$ cat config.mk
export PLATFORM = sky130hd
export DESIGN_NAME = serial_line_pin_change_detector_unit
export DESIGN_NICKNAME = d
export VERILOG_FILES = /design/src/rtl/slpc_pkg.sv /design/src/rtl/serial_line_pin_change_detector_unit.sv /design/src/rtl/slpc_front.sv /design/src/rtl/slpc_queue.sv /design/src/rtl/slpc_back.sv
export SDC_FILE = /design/constraint.sdc
export NUM_CORES = 1
export LEC_CHECK = 0
export BUFFER_PORTS_ARGS = -buffer_cell sky130_fd_sc_hd__buf_2
export CAP_MARGIN = 40
export CORE_MARGIN = 4
export CORE_UTILIZATION = 53
export DETAILED_ROUTE_END_ITERATION = 16
export GPL_TIMING_DRIVEN = 0
export PLACE_DENSITY = 0.72
export SYNTH_ARGS = -nofsm -noshare
export SYNTH_HDL_FRONTEND = slang
export SYNTH_SLANG_ARGS = --single-unit
$ cat constraint.sdc
create_clock -name clk -period 10.2 [get_ports clk]
set_clock_uncertainty 0.15 [all_clocks]
set_input_delay 1.53 -clock clk [delete_from_list [all_inputs] [get_ports clk]]
set_output_delay 1.53 -clock clk [all_outputs]
set_load 0.02 [all_outputs]
$ cat src/rtl/slpc_pkg.sv
// shared types for the serial line pin change detector
`default_nettype none
package slpc_pkg;

	localparam int unsigned VALUE_W = 32;

	typedef struct packed {
		logic               valid;
		logic [VALUE_W-1:0] value;
	} sample_t;

endpackage
`default_nettype wire

$ cat src/rtl/serial_line_pin_change_detector_unit.sv
// top level of the serial line pin change detector
//
//   port group   handshake              payload
//   rx input     in_valid / in_ready    rx_byte
//   events       out_valid / out_ready  output_index, level, last_event
//   config       psel/penable/pwrite    paddr, pwdata, prdata (64 bit)
//
// the parser takes one byte per cycle while the sample queue has room
// each number line costs the emitter a pop plus one event per changed output,
// set by the single emitter loop over changed outputs
// reset clears all control state at once, no clearing pass
// a full event register stalls the emitter; a full queue stalls the parser
`default_nettype none
module serial_line_pin_change_detector_unit #(
	parameter int unsigned NUM_OUTPUTS = 8,
	parameter int unsigned LINE_BYTES  = 32
) (
	input  wire logic        clk,
	input  wire logic        arst_n,
	input  wire logic        in_valid,
	output logic             in_ready,
	input  wire logic [7:0]  rx_byte,
	output logic             out_valid,
	input  wire logic        out_ready,
	output logic [2:0]       output_index,
	output logic             level,
	output logic             last_event,
	input  wire logic        psel,
	input  wire logic        penable,
	input  wire logic        pwrite,
	input  wire logic [3:0]  paddr,
	input  wire logic [63:0] pwdata,
	output logic [63:0]      prdata,
	output logic             pready
);
	import slpc_pkg::*;

	localparam logic REG_ACTIVE  = 1'b0;
	localparam logic REG_PIN_MAP = 1'b1;

	logic [3:0]  active_q;
	logic [39:0] pin_map_q;
	logic        wr_en, accept, q_full, pop;
	sample_t     push, head;

	assign pready = 1'b1;
	assign wr_en  = psel && penable && pwrite;

	always_ff @(posedge clk or negedge arst_n) begin
		if (!arst_n) begin
			active_q  <= '0;
			pin_map_q <= '0;
		end else if (wr_en) begin
			if (paddr[3] == REG_ACTIVE) begin
				active_q <= pwdata[3:0];
			end
			if (paddr[3] == REG_PIN_MAP) begin
				pin_map_q <= pwdata[39:0];
			end
		end
	end

	assign prdata = (paddr[3] == REG_PIN_MAP) ? {24'b0, pin_map_q} : {60'b0, active_q};

	assign in_ready = !q_full;
	assign accept   = in_valid && in_ready;

	slpc_front #(
		.LINE_BYTES(LINE_BYTES)
	) u_front (
		.clk    (clk),
		.arst_n (arst_n),
		.accept (accept),
		.rx_byte(rx_byte),
		.push   (push)
	);

	slpc_queue u_queue (
		.clk   (clk),
		.arst_n(arst_n),
		.push  (push),
		.pop   (pop),
		.head  (head),
		.full  (q_full)
	);

	slpc_back #(
		.NUM_OUTPUTS(NUM_OUTPUTS)
	) u_back (
		.clk           (clk),
		.arst_n        (arst_n),
		.head          (head),
		.pop           (pop),
		.active_outputs(active_q),
		.pin_map       (pin_map_q),
		.out_valid     (out_valid),
		.out_ready     (out_ready),
		.output_index  (output_index),
		.level         (level),
		.last_event    (last_event)
	);

endmodule
`default_nettype wire

$ cat src/rtl/slpc_front.sv
// line assembler and decimal parser that pushes one sample per number line
`default_nettype none
module slpc_front #(
	parameter int unsigned LINE_BYTES = 32
) (
	input  wire logic             clk,
	input  wire logic             arst_n,
	input  wire logic             accept,
	input  wire logic [7:0]       rx_byte,
	output slpc_pkg::sample_t     push
);
	import slpc_pkg::*;

	localparam int unsigned LEN_W = $clog2(LINE_BYTES);
	localparam logic [LEN_W-1:0] LEN_MAX = LEN_W'(LINE_BYTES - 1);

	localparam logic [7:0] CH_LF    = 8'h0A;
	localparam logic [7:0] CH_V     = 8'h56;
	localparam logic [7:0] CH_SPACE = 8'h20;
	localparam logic [7:0] CH_MINUS = 8'h2D;
	localparam logic [7:0] CH_PLUS  = 8'h2B;

	typedef enum logic [4:0] {
		PH_FIRST  = 5'b00001,
		PH_SPACE  = 5'b00010,
		PH_DIGITS = 5'b00100,
		PH_DONE   = 5'b01000,
		PH_OTHER  = 5'b10000
	} phase_t;

	logic [LEN_W-1:0]   len_q, len_d, len_e;
	phase_t             phase_q, phase_d, phase_e;
	logic               neg_q, neg_d, neg_e;
	logic [VALUE_W-1:0] acc_q, acc_d, acc_e, acc_ten;
	logic               clr, is_ws, is_sign, is_digit;

	always_comb begin
		clr     = (len_q == LEN_MAX);
		len_e   = clr ? '0 : len_q;
		phase_e = clr ? PH_FIRST : phase_q;
		neg_e   = clr ? 1'b0 : neg_q;
		acc_e   = clr ? '0 : acc_q;

		is_ws    = (rx_byte == CH_SPACE) || (rx_byte inside {[8'd9:8'd13]});
		is_sign  = (rx_byte == CH_MINUS) || (rx_byte == CH_PLUS);
		is_digit = rx_byte inside {[8'h30:8'h39]};
		acc_ten  = (acc_e << 3) + (acc_e << 1) + VALUE_W'(rx_byte[3:0]);

		len_d   = len_e;
		phase_d = phase_e;
		neg_d   = neg_e;
		acc_d   = acc_e;
		push.valid = 1'b0;
		push.value = neg_e ? (~acc_e + 1'b1) : acc_e;

		if (rx_byte == CH_LF) begin
			push.valid = accept && (phase_e inside {PH_SPACE, PH_DIGITS, PH_DONE});
			len_d   = '0;
			phase_d = PH_FIRST;
			neg_d   = 1'b0;
			acc_d   = '0;
		end else begin
			len_d = len_e + 1'b1;
			case (phase_e)
				PH_FIRST: begin
					phase_d = (rx_byte == CH_V) ? PH_SPACE : PH_OTHER;
				end
				PH_SPACE: begin
					if (is_ws) begin
						phase_d = PH_SPACE;
					end else if (is_sign) begin
						neg_d   = (rx_byte == CH_MINUS);
						phase_d = PH_DIGITS;
					end else if (is_digit) begin
						acc_d   = acc_ten;
						phase_d = PH_DIGITS;
					end else begin
						phase_d = PH_DONE;
					end
				end
				PH_DIGITS: begin
					if (is_digit) begin
						acc_d = acc_ten;
					end else begin
						phase_d = PH_DONE;
					end
				end
				default: begin
				end
			endcase
		end
	end

	always_ff @(posedge clk or negedge arst_n) begin
		if (!arst_n) begin
			len_q   <= '0;
			phase_q <= PH_FIRST;
			neg_q   <= 1'b0;
			acc_q   <= '0;
		end else if (accept) begin
			len_q   <= len_d;
			phase_q <= phase_d;
			neg_q   <= neg_d;
			acc_q   <= acc_d;
		end
	end

endmodule
`default_nettype wire

$ cat src/rtl/slpc_queue.sv
// two-entry sample queue between the parser and the event emitter
`default_nettype none
module slpc_queue (
	input  wire logic             clk,
	input  wire logic             arst_n,
	input  wire slpc_pkg::sample_t push,
	input  wire logic             pop,
	output slpc_pkg::sample_t     head,
	output logic                  full
);
	import slpc_pkg::*;

	localparam int unsigned DEPTH = 2;
	localparam int unsigned PTR_W = $clog2(DEPTH);

	logic [VALUE_W-1:0] slot_q [DEPTH];
	logic [PTR_W-1:0]   wr_q, rd_q;
	logic [PTR_W:0]     cnt_q;
	logic               do_pop;

	assign full       = (cnt_q == (PTR_W + 1)'(DEPTH));
	assign head.valid = (cnt_q != '0);
	assign head.value = slot_q[rd_q];
	assign do_pop     = pop && head.valid;

	always_ff @(posedge clk) begin
		if (push.valid) begin
			slot_q[wr_q] <= push.value;
		end
	end

	always_ff @(posedge clk or negedge arst_n) begin
		if (!arst_n) begin
			wr_q  <= '0;
			rd_q  <= '0;
			cnt_q <= '0;
		end else begin
			if (push.valid) begin
				wr_q <= wr_q + 1'b1;
			end
			if (do_pop) begin
				rd_q <= rd_q + 1'b1;
			end
			if (push.valid && !do_pop) begin
				cnt_q <= cnt_q + 1'b1;
			end else if (do_pop && !push.valid) begin
				cnt_q <= cnt_q - 1'b1;
			end
		end
	end

endmodule
`default_nettype wire

$ cat src/rtl/slpc_back.sv
// pin level sampler and per-output change event emitter
`default_nettype none
module slpc_back #(
	parameter int unsigned NUM_OUTPUTS = 8
) (
	input  wire logic             clk,
	input  wire logic             arst_n,
	input  wire slpc_pkg::sample_t head,
	output logic                  pop,
	input  wire logic [3:0]       active_outputs,
	input  wire logic [39:0]      pin_map,
	output logic                  out_valid,
	input  wire logic             out_ready,
	output logic [2:0]            output_index,
	output logic                  level,
	output logic                  last_event
);
	import slpc_pkg::*;

	logic [NUM_OUTPUTS-1:0] prev_q, lv_q, pend_q;
	logic [NUM_OUTPUTS-1:0] lv_new, act, sel_oh;
	logic                   first_q, out_valid_q, take, emit;
	logic [3:0]             cnt;
	logic [2:0]             sel_idx, output_index_q;
	logic                   level_q, last_q;

	always_comb begin
		cnt = (active_outputs > 4'(NUM_OUTPUTS)) ? 4'(NUM_OUTPUTS) : active_outputs;
		for (int i = 0; i < NUM_OUTPUTS; i++) begin
			lv_new[i] = head.value[pin_map[5*i +: 5]];
			act[i]    = (4'(i) < cnt);
		end
		sel_oh  = pend_q & (~pend_q + 1'b1);
		sel_idx = '0;
		for (int i = 0; i < NUM_OUTPUTS; i++) begin
			if (sel_oh[i]) begin
				sel_idx = sel_idx | 3'(i);
			end
		end
	end

	assign pop  = head.valid && (pend_q == '0);
	assign take = !out_valid_q || out_ready;
	assign emit = take && (pend_q != '0);

	always_ff @(posedge clk or negedge arst_n) begin
		if (!arst_n) begin
			prev_q      <= '0;
			lv_q        <= '0;
			pend_q      <= '0;
			first_q     <= 1'b1;
			out_valid_q <= 1'b0;
		end else begin
			if (pop) begin
				pend_q  <= first_q ? '0 : ((lv_new ^ prev_q) & act);
				lv_q    <= lv_new;
				prev_q  <= lv_new;
				first_q <= 1'b0;
			end else if (emit) begin
				pend_q <= pend_q & ~sel_oh;
			end
			if (emit) begin
				out_valid_q <= 1'b1;
			end else if (out_ready) begin
				out_valid_q <= 1'b0;
			end
		end
	end

	always_ff @(posedge clk) begin
		if (emit) begin
			output_index_q <= sel_idx;
			level_q        <= |(lv_q & sel_oh);
			last_q         <= ((pend_q & ~sel_oh) == '0);
		end
	end

	assign out_valid    = out_valid_q;
	assign output_index = output_index_q;
	assign level        = level_q;
	assign last_event   = last_q;

endmodule
`default_nettype wire
==> flow_metrics.py, run 1 <==
metrics = {
    "synth": {
        "synth_cell_types": 71,
        "ys_seq_area_share_pct": 37.6,
        "syn_inst": 1169,
        "synth_top_area_cell": "dfrtp_1",
        "syn_avg_cell_area_um2": 10.9,
        "ys_ff_latch": 178,
        "synthFlopType": "dfrtp_1",
        "yosysTopAreaCellShare_pct": 21.0,
        "yosys_warnings": 0,
        "async_reset_ff_share_pct": 61.2,
        "synth_edf_count": 69,
        "yosys-top-cells-area": "dfrtp_1, edfxtp_1, mux4_2",
        "syn_area_um2": 12800,
    },
    "timing": {
        "max_slew_margin_pct": 34.1,
        "final-setup-viol-count": 0,
        "final_hold_viol_count": 0,
        "hold_ws_ns": 0.367,
        "period_share_pct": 55.6,
        "max_freq_mhz": 176,
        "fin_tns_setup_ns": 0,
        "final_max_slew_viol_count": 0,
        "tightest_slew_ns": 0.962,
        "rsz0062_at_grt": "false",
        "min_period_ns": 5.67,
    },
    "clock_network": {
        "htreeDepth": 4,
        "cts-buffers-inserted": 17,
        "cts-resized-gates": 0,
        "cts_sinks": 178,
        "cts_root_buffer": "clkbuf_16",
        "cts.path.max_buffers": 2,
        "path_clk_slew_ns": 0.08,
        "tritoncts": "built",
        "clock_latency_ns": 0.43,
        "cts_setup_buffers": 0,
        "postCtsHoldBufs": 0,
    },
    "pwr": {
        "leakage_uw": 0.00631,
        "power_density_nw_per_um2": 204,
        "ir_drop_mv": 0.121,
    },
    "final_layout": {
        "antennaDiodeCount": 0,
        "n_fill_cell": 1972,
        "layout-drive-gt1-share_pct": 23.9,
        "syn_to_final_growth_pct": 13.1,
        "finalNetCount": 1463,
    },
    "floorplanning": {
        "core_area_um2": 23600,
        "dieArea_um2": 26600,
        "start_util_pct": 54.0,
        "fp.dieH_um": 163,
        "dieWidth_um": 163,
        "num_rows": 56,
        "ios": 155,
    },
    "global_route": {
        "grt_pass1_vias": 9748,
        "grt_pass1_wl_um": 50500,
        "grt_usage_pct": 23.6,
        "overflow": 0,
        "grt_max_degree": 68,
        "antenna_found_initial": 0,
    },
    "setup_path": {
        "worst-setup-path-type": "flop to flop",
        "critical_path_required_ns": 10.35,
        "crit_fanout": 10,
        "reg2reg_slack_ns": 4.53,
        "arrival_ns": 5.82,
        "cp-start-kind": "flop",
        "end_kind": "flop",
    },
    "drt": {
        "postRouteWirelength_um": 31000,
        "drc": 0,
        "wl_per_cell_um": 18.8,
        "drt_first_pass_iters": 5,
        "first_iter_violations": 889,
        "ant_nets": 0,
        "num_vias": 9928,
        "via_per_inst": 6.01,
    },
    "place": {
        "io_buffer_count": 101,
        "hpwl_um": 23300,
        "place.gp.congestion": 0.920,
    },
    "hold_path": {
        "min_path_type": "flop to flop",
    },
    "outcome": {
        "status": "complete, no violations",
    },
    "flow_run": {
        "maxCapViolCount": 0,
    },
}
[cell usage after synthesis (all sizes together) (3+ instances only)]
cell     instances
buf             40
clkbuf          54
nor4             3
a32o             6
mux4            65
o21ai           76
and4             5
ha              60
and2            74
o2111ai          3
nand3b           4
mux2            67
a211oi           9
mux2i           68
o31ai           15
nand2b           5
nand3           12
nor2b            8
o41ai           12
xnor2           23
nor3            13
dfrtp          107
or4              8
or4b             5
or3             11
inv             12
or2              5
o211ai           4
nand2           84
a31oi           10
a2111oi          4
a21oi           49
o21a             3
edfxtp          69
xor2            43
nand4           11
a22o             6
and3             6
a21o            10
nor2            63
[flip-flops by register name, summed over array words and instances (netlist names), 2 cells and up]
register and flops:
u_queue.slot_q 64, u_front.acc_q 32, u_back.pend_q 8, pin_map_q 40, active_q 4, u_back.lv_q 8
u_queue.cnt_q 2, u_front.len_q 5, u_back.output_index 3, u_front.phase_q 5
[placed cells by master (no fill, tap or decap), types with 6 or more instances in the layout]
cell / count
a211oi_1: 9
a21o_1: 10
a21oi_1: 49
a22o_1: 6
a31oi_1: 10
a32o_1: 6
and2_1: 74
and3_1: 6
buf_1: 13
buf_2: 103
buf_4: 29
clkbuf_1: 54
clkbuf_16: 17
conb_1: 25
dfrtp_1: 107
edfxtp_1: 69
ha_1: 60
inv_1: 11
mux2_2: 67
mux2i_1: 68
mux4_2: 65
nand2_1: 84
nand3_1: 12
nand4_1: 11
nor2_1: 63
nor2b_1: 8
nor3_1: 13
o21ai_0: 76
o31ai_1: 15
o41ai_1: 11
or3_1: 11
or4_1: 6
xnor2_1: 23
xor2_1: 43
[routing by layer]
| metal | vias up | part of all wire (%) | global-route usage (%) |
|---|---|---|---|
| met5 | - | 0 | 0 |
| met4 | 0 | 2.4 | 7.13 |
| met3 | 61 | 6.4 | 4.69 |
| met2 | 353 | 49 | 40.7 |
| met1 | 4825 | 42 | 30.4 |
| li1 | 4689 | - | - |
[critical path: stages (launching register included)]
cell and delay, ns:
dfrtp_1 0.37, clkbuf_1 0.17, and4_1 0.27, nand2_1 0.21, clkbuf_1 0.41, clkbuf_1 0.48
clkbuf_1 0.44, and2_1 0.24, ha_1 0.24, ha_1 0.22, fa_1 0.41, a21o_1 0.21
a221o_1 0.38, a311oi_1 0.40, nor4b_1 0.14, a2111oi_0 0.51, xor2_1 0.19, o21ai_0 0.08
[final timing paths]
path	depth (start not counted)	endpoint	start
min	1	u_queue.cnt_q[1]	u_queue.cnt_q[1]
max in group asynchronous	2	u_front.phase_q[0]	arst_n
max reg2reg	17	u_front.acc_q[20]	u_front.len_q[2]
min in group asynchronous	1	pin_map_q[10]	arst_n
min reg2reg	1	u_queue.cnt_q[1]	u_queue.cnt_q[1]
max	17	u_front.acc_q[20]	u_front.len_q[2]
[cells by family (layout without fill, tap and decap cells)]
group / Yosys count / in the layout / share of synthesized area (%)
compound gates: 232 / 232 / 11.8
mux: 200 / 200 / 22.7
simple gates: 322 / 322 / 13.2
xor+xnor: 66 / 66 / 4.53
fa+ha+maj: 63 / 63 / 6.20
buf+inv: 106 / 246 / 3.87
other cells: 2 / 25 / 0.0589
flops: 178 / 178 / 37.6
[layout make-up]
class	count	area, um^2	area share (%)
flip-flops and latches	178	4800	33.3
well taps	319	399	2.77
plain buffers	94	449	3.11
repair buffers	108	586	4.06
inverters	12	45.0	0.312
clock inverters	15	164	1.14
multi-input cells	908	7560	52.4
clock buffers	17	425	2.95
[stage by stage]
step           worst slack, ns  instances  cell area, um^2  power (uW)  utilization, %
6_report                  4.53       1651            14400        2940            61.1
5_1_grt                   4.11       1651            14400        3100            61.1
4_1_cts                   4.47       1650            14400        2930            61.1
3_5_place_dp              4.49       1618            13800        2290            58.6
3_3_place_gp              2.26       1612            13800        2250            58.2
2_1_floorplan             4.13       1192            12800        1940               -
[power by group]
| group | leakage, uW | internal [uW] | switching, uW | total (uW) |
|---|---|---|---|---|
| registers | 0.00203 | 845 | 75.4 | 921 |
| logic | 0.00400 | 645 | 726 | 1370 |
| clock network | 0.000287 | 330 | 317 | 647 |
| total | 0.00631 | 1820 | 1120 | 2940 |
Power figures use the tool's default switching activity.
==> run 2: changes to the inputs <==
==> constraint.sdc (replaced) <==
create_clock -name clk -period 5.85 [get_ports clk]
set_clock_uncertainty 0.15 [all_clocks]
set_input_delay 0.8775 -clock clk [delete_from_list [all_inputs] [get_ports clk]]
set_output_delay 0.8775 -clock clk [all_outputs]
set_load 0.02 [all_outputs]
==> flow_metrics.py, run 2 (synthesis results as in run 1) <==
metrics = {
    "global_route": {
        "overflow": 0,
        "grt_usage_pct": 23.6,
        "antenna_found_initial": 0,
        "grt_max_degree": 68,
        "grt_pass1_wl_um": 50500,
        "grt_pass1_vias": 9748,
    },
    "pwr": {
        "ir_drop_mv": 0.212,
        "finalPower_uw": 5120,
        "power_density_nw_per_um2": 355,
        "leakage_uw": 0.00632,
    },
    "floorplanning": {
        "dieWidth_um": 163,
        "fp.dieH_um": 163,
        "core_area_um2": 23600,
        "num_rows": 56,
        "ios": 155,
        "start_util_pct": 54.0,
        "dieArea_um2": 26600,
    },
    "setup_path": {
        "r2r-start": "u_front.len_q[2]",
        "critical_path_required_ns": 6.00,
        "arrival_ns": 5.53,
        "crit_fanout": 10,
        "cp-start-kind": "flop",
        "rr_endpoint": "u_front.acc_q[20]",
        "end_kind": "flop",
        "ff2ff_path_depth": 17,
        "worst-setup-path-type": "flop to flop",
        "reg2reg_slack_ns": 0.47,
    },
    "drt": {
        "via_per_inst": 5.96,
        "drt_first_pass_iters": 6,
        "drc": 0,
        "num_vias": 9842,
        "wl_per_cell_um": 18.8,
        "postRouteWirelength_um": 31100,
        "first_iter_violations": 864,
        "ant_nets": 0,
    },
    "clock_network": {
        "postCtsHoldBufs": 0,
        "cts_setup_buffers": 0,
        "clock_latency_ns": 0.43,
        "cts-resized-gates": 0,
        "cts-buffers-inserted": 17,
        "cts.path.max_buffers": 2,
        "tritoncts": "built",
        "path_clk_slew_ns": 0.08,
        "htreeDepth": 4,
        "cts_sinks": 178,
        "cts_root_buffer": "clkbuf_16",
    },
    "place": {
        "placed_area_um2": 13800,
        "hpwl_um": 23300,
        "place_ws_ns": 0.136,
        "post-place-cells": 1618,
        "place.gp.congestion": 0.920,
        "io_buffer_count": 101,
    },
    "timing": {
        "min_period_ns": 5.38,
        "tightest_slew_ns": 0.961,
        "hold_ws_ns": 0.289,
        "final_max_slew_viol_count": 0,
        "max_slew_margin_pct": 34.1,
        "final-setup-viol-count": 0,
        "period_share_pct": 92.0,
        "max_freq_mhz": 186,
        "rsz0062_at_grt": "false",
        "setup_slack_ns": 0.466,
        "final_hold_viol_count": 0,
    },
    "final_layout": {
        "finalNetCount": 1463,
        "final_area_um2": 14400,
        "antennaDiodeCount": 0,
        "reg_top3": "u_queue.slot_q: 64 flops, pin_map_q: 40 flops, u_front.acc_q: 32 flops",
        "layout-drive-gt1-share_pct": 24.1,
        "largest_register_ffs": 64,
        "layout.cells.non_filler": 1651,
        "syn_to_final_growth_pct": 13.1,
        "top_register": "u_queue.slot_q",
        "layout_commonest_cell": "dfrtp_1",
        "layout_common_cells": "dfrtp_1, buf_2, nand2_1, o21ai_0, and2_1",
    },
    "hold_path": {
        "min_path_type": "primary input to asynchronous set/reset pin",
    },
    "flow_run": {
        "maxCapViolCount": 0,
    },
    "outcome": {
        "status": "complete, no violations",
    },
}
run 2: routing by layer:
layer  track usage, %  routed length (um)
met1             30.4               13000
met2             40.7               15400
met3             4.69                2010
met4             7.13                 719
met5                0                   0
run 2: through the flow:
| stage | utilization, % | setup TNS (ns) |
|---|---|---|
| 2_1_floorplan | - | 0 |
| 3_3_place_gp | 58.2 | -46.04 |
| 3_5_place_dp | 58.6 | 0 |
| 4_1_cts | 61.1 | 0 |
| 5_1_grt | 61.1 | 0 |
| 6_report | 61.1 | 0 |
run 2: final cells by class:
cell class              count  area, um^2
fillers                  1976        9180
multi-input cells         908        7560
flip-flops and latches    178        4800
repair buffers            108         586
plain buffers              94         452
clock buffers              17         425
well taps                 319         399
clock inverters            15         164
inverters                  12        45.0
run 2: how the worst max path moves through the flow:
stage | from | to | slack [ns]
finish | u_front.len_q[2] | u_front.acc_q[20] | 0.47
floorplan | rx_byte[7] | u_queue.slot_q[0][0] | 0.44
global placement | rx_byte[7] | u_queue.slot_q[0][20] | -1.44
CTS | u_front.len_q[2] | u_front.acc_q[20] | 0.12
detailed placement | u_front.len_q[2] | u_front.acc_q[20] | 0.14
global route | u_front.len_q[2] | u_front.acc_q[20] | 0.20
run 2: where the power goes:
group	total, uW	switching (uW)	internal (uW)	leakage [uW]
clock	1130	551	575	0.000287
sequential	1610	132	1470	0.00203
combinational	2390	1270	1120	0.00401
run 2: worst max-delay path: stages (launching register included):
cell and delay [ns]:
dfrtp_1 0.37, clkbuf_1 0.17, and4_1 0.28, nand2_1 0.21, clkbuf_2 0.29, clkbuf_2 0.31
clkbuf_1 0.44, and2_1 0.24, ha_1 0.24, ha_1 0.22, fa_1 0.41, a21o_1 0.21
a221o_1 0.38, a311oi_1 0.40, nor4b_1 0.14, a2111oi_0 0.51, xor2_1 0.19, o21ai_0 0.08
==> run 3: changes to the inputs <==
--- a/config.mk
+++ b/config.mk
@@ -7,6 +7,7 @@
 export LEC_CHECK = 0
 export BUFFER_PORTS_ARGS = -buffer_cell sky130_fd_sc_hd__buf_2
 export CAP_MARGIN = 40
+export CORE_ASPECT_RATIO = 1.75
 export CORE_MARGIN = 4
 export CORE_UTILIZATION = 53
 export DETAILED_ROUTE_END_ITERATION = 16
==> flow_metrics.py, run 3 (synthesis results as in run 1) <==
metrics = {
    "timing": {
        "max_slew_margin_pct": 33.4,
        "final_hold_viol_count": 0,
        "final_max_slew_viol_count": 0,
        "setup_slack_ns": 0.432,
        "period_share_pct": 92.6,
        "max_freq_mhz": 185,
        "min_period_ns": 5.42,
        "fin_tns_setup_ns": 0,
        "rsz0062_at_grt": "false",
        "tightest_slew_ns": 0.971,
        "final-setup-viol-count": 0,
        "hold_ws_ns": 0.215,
    },
    "setup_path": {
        "arrival_ns": 5.58,
        "critical_path_required_ns": 6.01,
        "cp-startpoint": "u_front.len_q[2]",
        "slowest_delay_ns": 0.44,
        "r2r-start": "u_front.len_q[2]",
        "cp_common_cell": "clkbuf_2",
        "rr_endpoint": "u_front.acc_q[20]",
        "crit_fanout": 10,
        "critPathSlowestCell": "a311oi_1",
        "cp-start-kind": "flop",
        "worst-setup-path-type": "flop to flop",
        "ff2ff_path_depth": 17,
        "cp_cell_sequence": "clkbuf_1 > and4_1 > nand2_1 > clkbuf_2 > clkbuf_2 > clkbuf_2 > and2_1 > ha_1 > ha_1 > fa_1 > a21o_1 > a221o_1 > a311oi_1 > nor4b_1 > a2111oi_0 > xor2_1 > o21ai_0",
        "end_kind": "flop",
        "reg2reg_slack_ns": 0.43,
    },
    "drt": {
        "wl_per_cell_um": 20.6,
        "num_vias": 10100,
        "drc": 0,
        "ant_nets": 0,
        "drt_first_pass_iters": 5,
        "postRouteWirelength_um": 33700,
        "first_iter_violations": 704,
        "via_per_inst": 6.18,
    },
    "pwr": {
        "power_density_nw_per_um2": 359,
        "p_sw_share_pct": 38.1,
        "p_int_uw": 3190,
        "ir_drop_mv": 0.257,
        "leakage_uw": 0.00630,
        "seqPwrFrac_pct": 31.2,
        "clkPwrFrac_pct": 21.6,
        "p_switching_uw": 1960,
        "p_comb_share_pct": 47.2,
    },
    "final_layout": {
        "syn_to_final_growth_pct": 12.7,
        "reg_top3": "u_queue.slot_q: 64 flops, pin_map_q: 40 flops, u_front.acc_q: 32 flops",
        "layout_commonest_cell": "dfrtp_1",
        "fin_util_pct": 61.1,
        "antennaDiodeCount": 0,
        "largest_register_ffs": 64,
        "layout_common_cells": "dfrtp_1, buf_2, nand2_1, o21ai_0, and2_1",
        "top_register": "u_queue.slot_q",
        "finalNetCount": 1463,
        "layout-drive-gt1-share_pct": 24.0,
    },
    "floorplanning": {
        "fp.dieH_um": 213,
        "start_util_pct": 54.3,
        "num_rows": 74,
        "dieArea_um2": 26700,
        "dieWidth_um": 125,
        "core_area_um2": 23500,
        "ios": 155,
    },
    "outcome": {
        "status": "complete, no violations",
    },
    "place": {
        "io_buffer_count": 101,
        "place_ws_ns": -0.111,
        "place.gp.congestion": 0.923,
        "hpwl_um": 26100,
    },
    "global_route": {
        "overflow": 0,
        "antenna_found_initial": 0,
        "grt_usage_pct": 25.2,
        "grt_pass1_wl_um": 53000,
        "grt_max_degree": 57,
        "grt_pass1_vias": 10200,
    },
    "clock_network": {
        "cts_sinks": 178,
        "htreeDepth": 4,
        "cts-buffers-inserted": 17,
        "tritoncts": "built",
        "clock_latency_ns": 0.45,
        "path_clk_slew_ns": 0.07,
        "cts_root_buffer": "clkbuf_16",
        "cts.path.max_buffers": 2,
        "postCtsHoldBufs": 0,
    },
    "flow_run": {
        "maxCapViolCount": 0,
    },
    "hold_path": {
        "min_path_type": "primary input to asynchronous set/reset pin",
    },
}
[run 3: cell count changes in the layout (fill, tap and decap cells not counted), moves of 2 or more]
cell / previous run / this run
clkinv_1: 0 / 3
clkinv_8: 3 / 0
inv_8: 4 / 1
clkbuf_2: 2 / 4
inv_6: 2 / 4
[run 3: per-stage QoR]
| step | cells | area (um^2) | total power [uW] |
|---|---|---|---|
| floorplan | 1192 | 12800 | 3380 |
| global placement | 1597 | 13700 | 3950 |
| detailed placement | 1603 | 13800 | 4010 |
| CTS | 1635 | 14400 | 5130 |
| global route | 1636 | 14400 | 5390 |
| finish | 1636 | 14400 | 5160 |
[run 3: how the worst max path moves through the flow]
| stage | endpoint | cells after the start | slack, ns |
|---|---|---|---|
| 6_report | u_front.acc_q[20] | 17 | 0.43 |
| 5_1_grt | u_front.acc_q[20] | 17 | 0.11 |
| 4_1_cts | u_front.acc_q[20] | 17 | 0.03 |
| 3_5_place_dp | u_front.acc_q[20] | 17 | -0.11 |
| 3_3_place_gp | u_queue.slot_q[0][21] | 4 | -1.45 |
| 2_1_floorplan | u_queue.slot_q[0][0] | 3 | 0.44 |
[run 3: power groups by stage]
| stage | Combinational, uW | Sequential (uW) | Clock (uW) |
|---|---|---|---|
| after floorplan | 1760 | 1620 | 0 |
| after global placement | 2330 | 1620 | 0 |
| after detailed placement | 2380 | 1630 | 0 |
| after CTS | 2400 | 1610 | 1120 |
| final | 2430 | 1610 | 1110 |
| after global routing | 2590 | 1630 | 1170 |
[run 3: repair_timing]
| action | CTS | global route |
|---|---|---|
| setup endpoints to repair | 2 | 5 |
| gates resized for setup | 1 | 6 |
| setup buffers | 0 | 0 |
[run 3: area by class of cell]
class                      instances  area (um^2)
tap                              304          380
sequential                       178         4800
fill                            1951         9140
timing repair buffer             108          579
inverter                          12         45.0
buffer                            94          454
clock buffer                      18          429
clock inverter                    14          129
multi-input combinational        908         7560
[run 3: critical path, delay by kind of cell (launching register included)]
family / cells / cell delay [ns]
XOR/XNOR: 1 / 0.20
buffers and inverters: 4 / 1.20
adder cells (fa/ha/maj): 3 / 0.88
flip-flops: 1 / 0.36
AO/OA/AOI/OAI: 5 / 1.58
AND/OR/NAND/NOR: 4 / 0.92
[run 3: routing by layer]
metal / global-route usage, % / vias up / share of wire [%]
met3: 4.08 / 137 / 4.3
met4: 16.7 / 0 / 6.0
met1: 23.8 / 4904 / 33
met2: 49.3 / 387 / 57
met5: 0 / - / 0
li1: - / 4675 / -
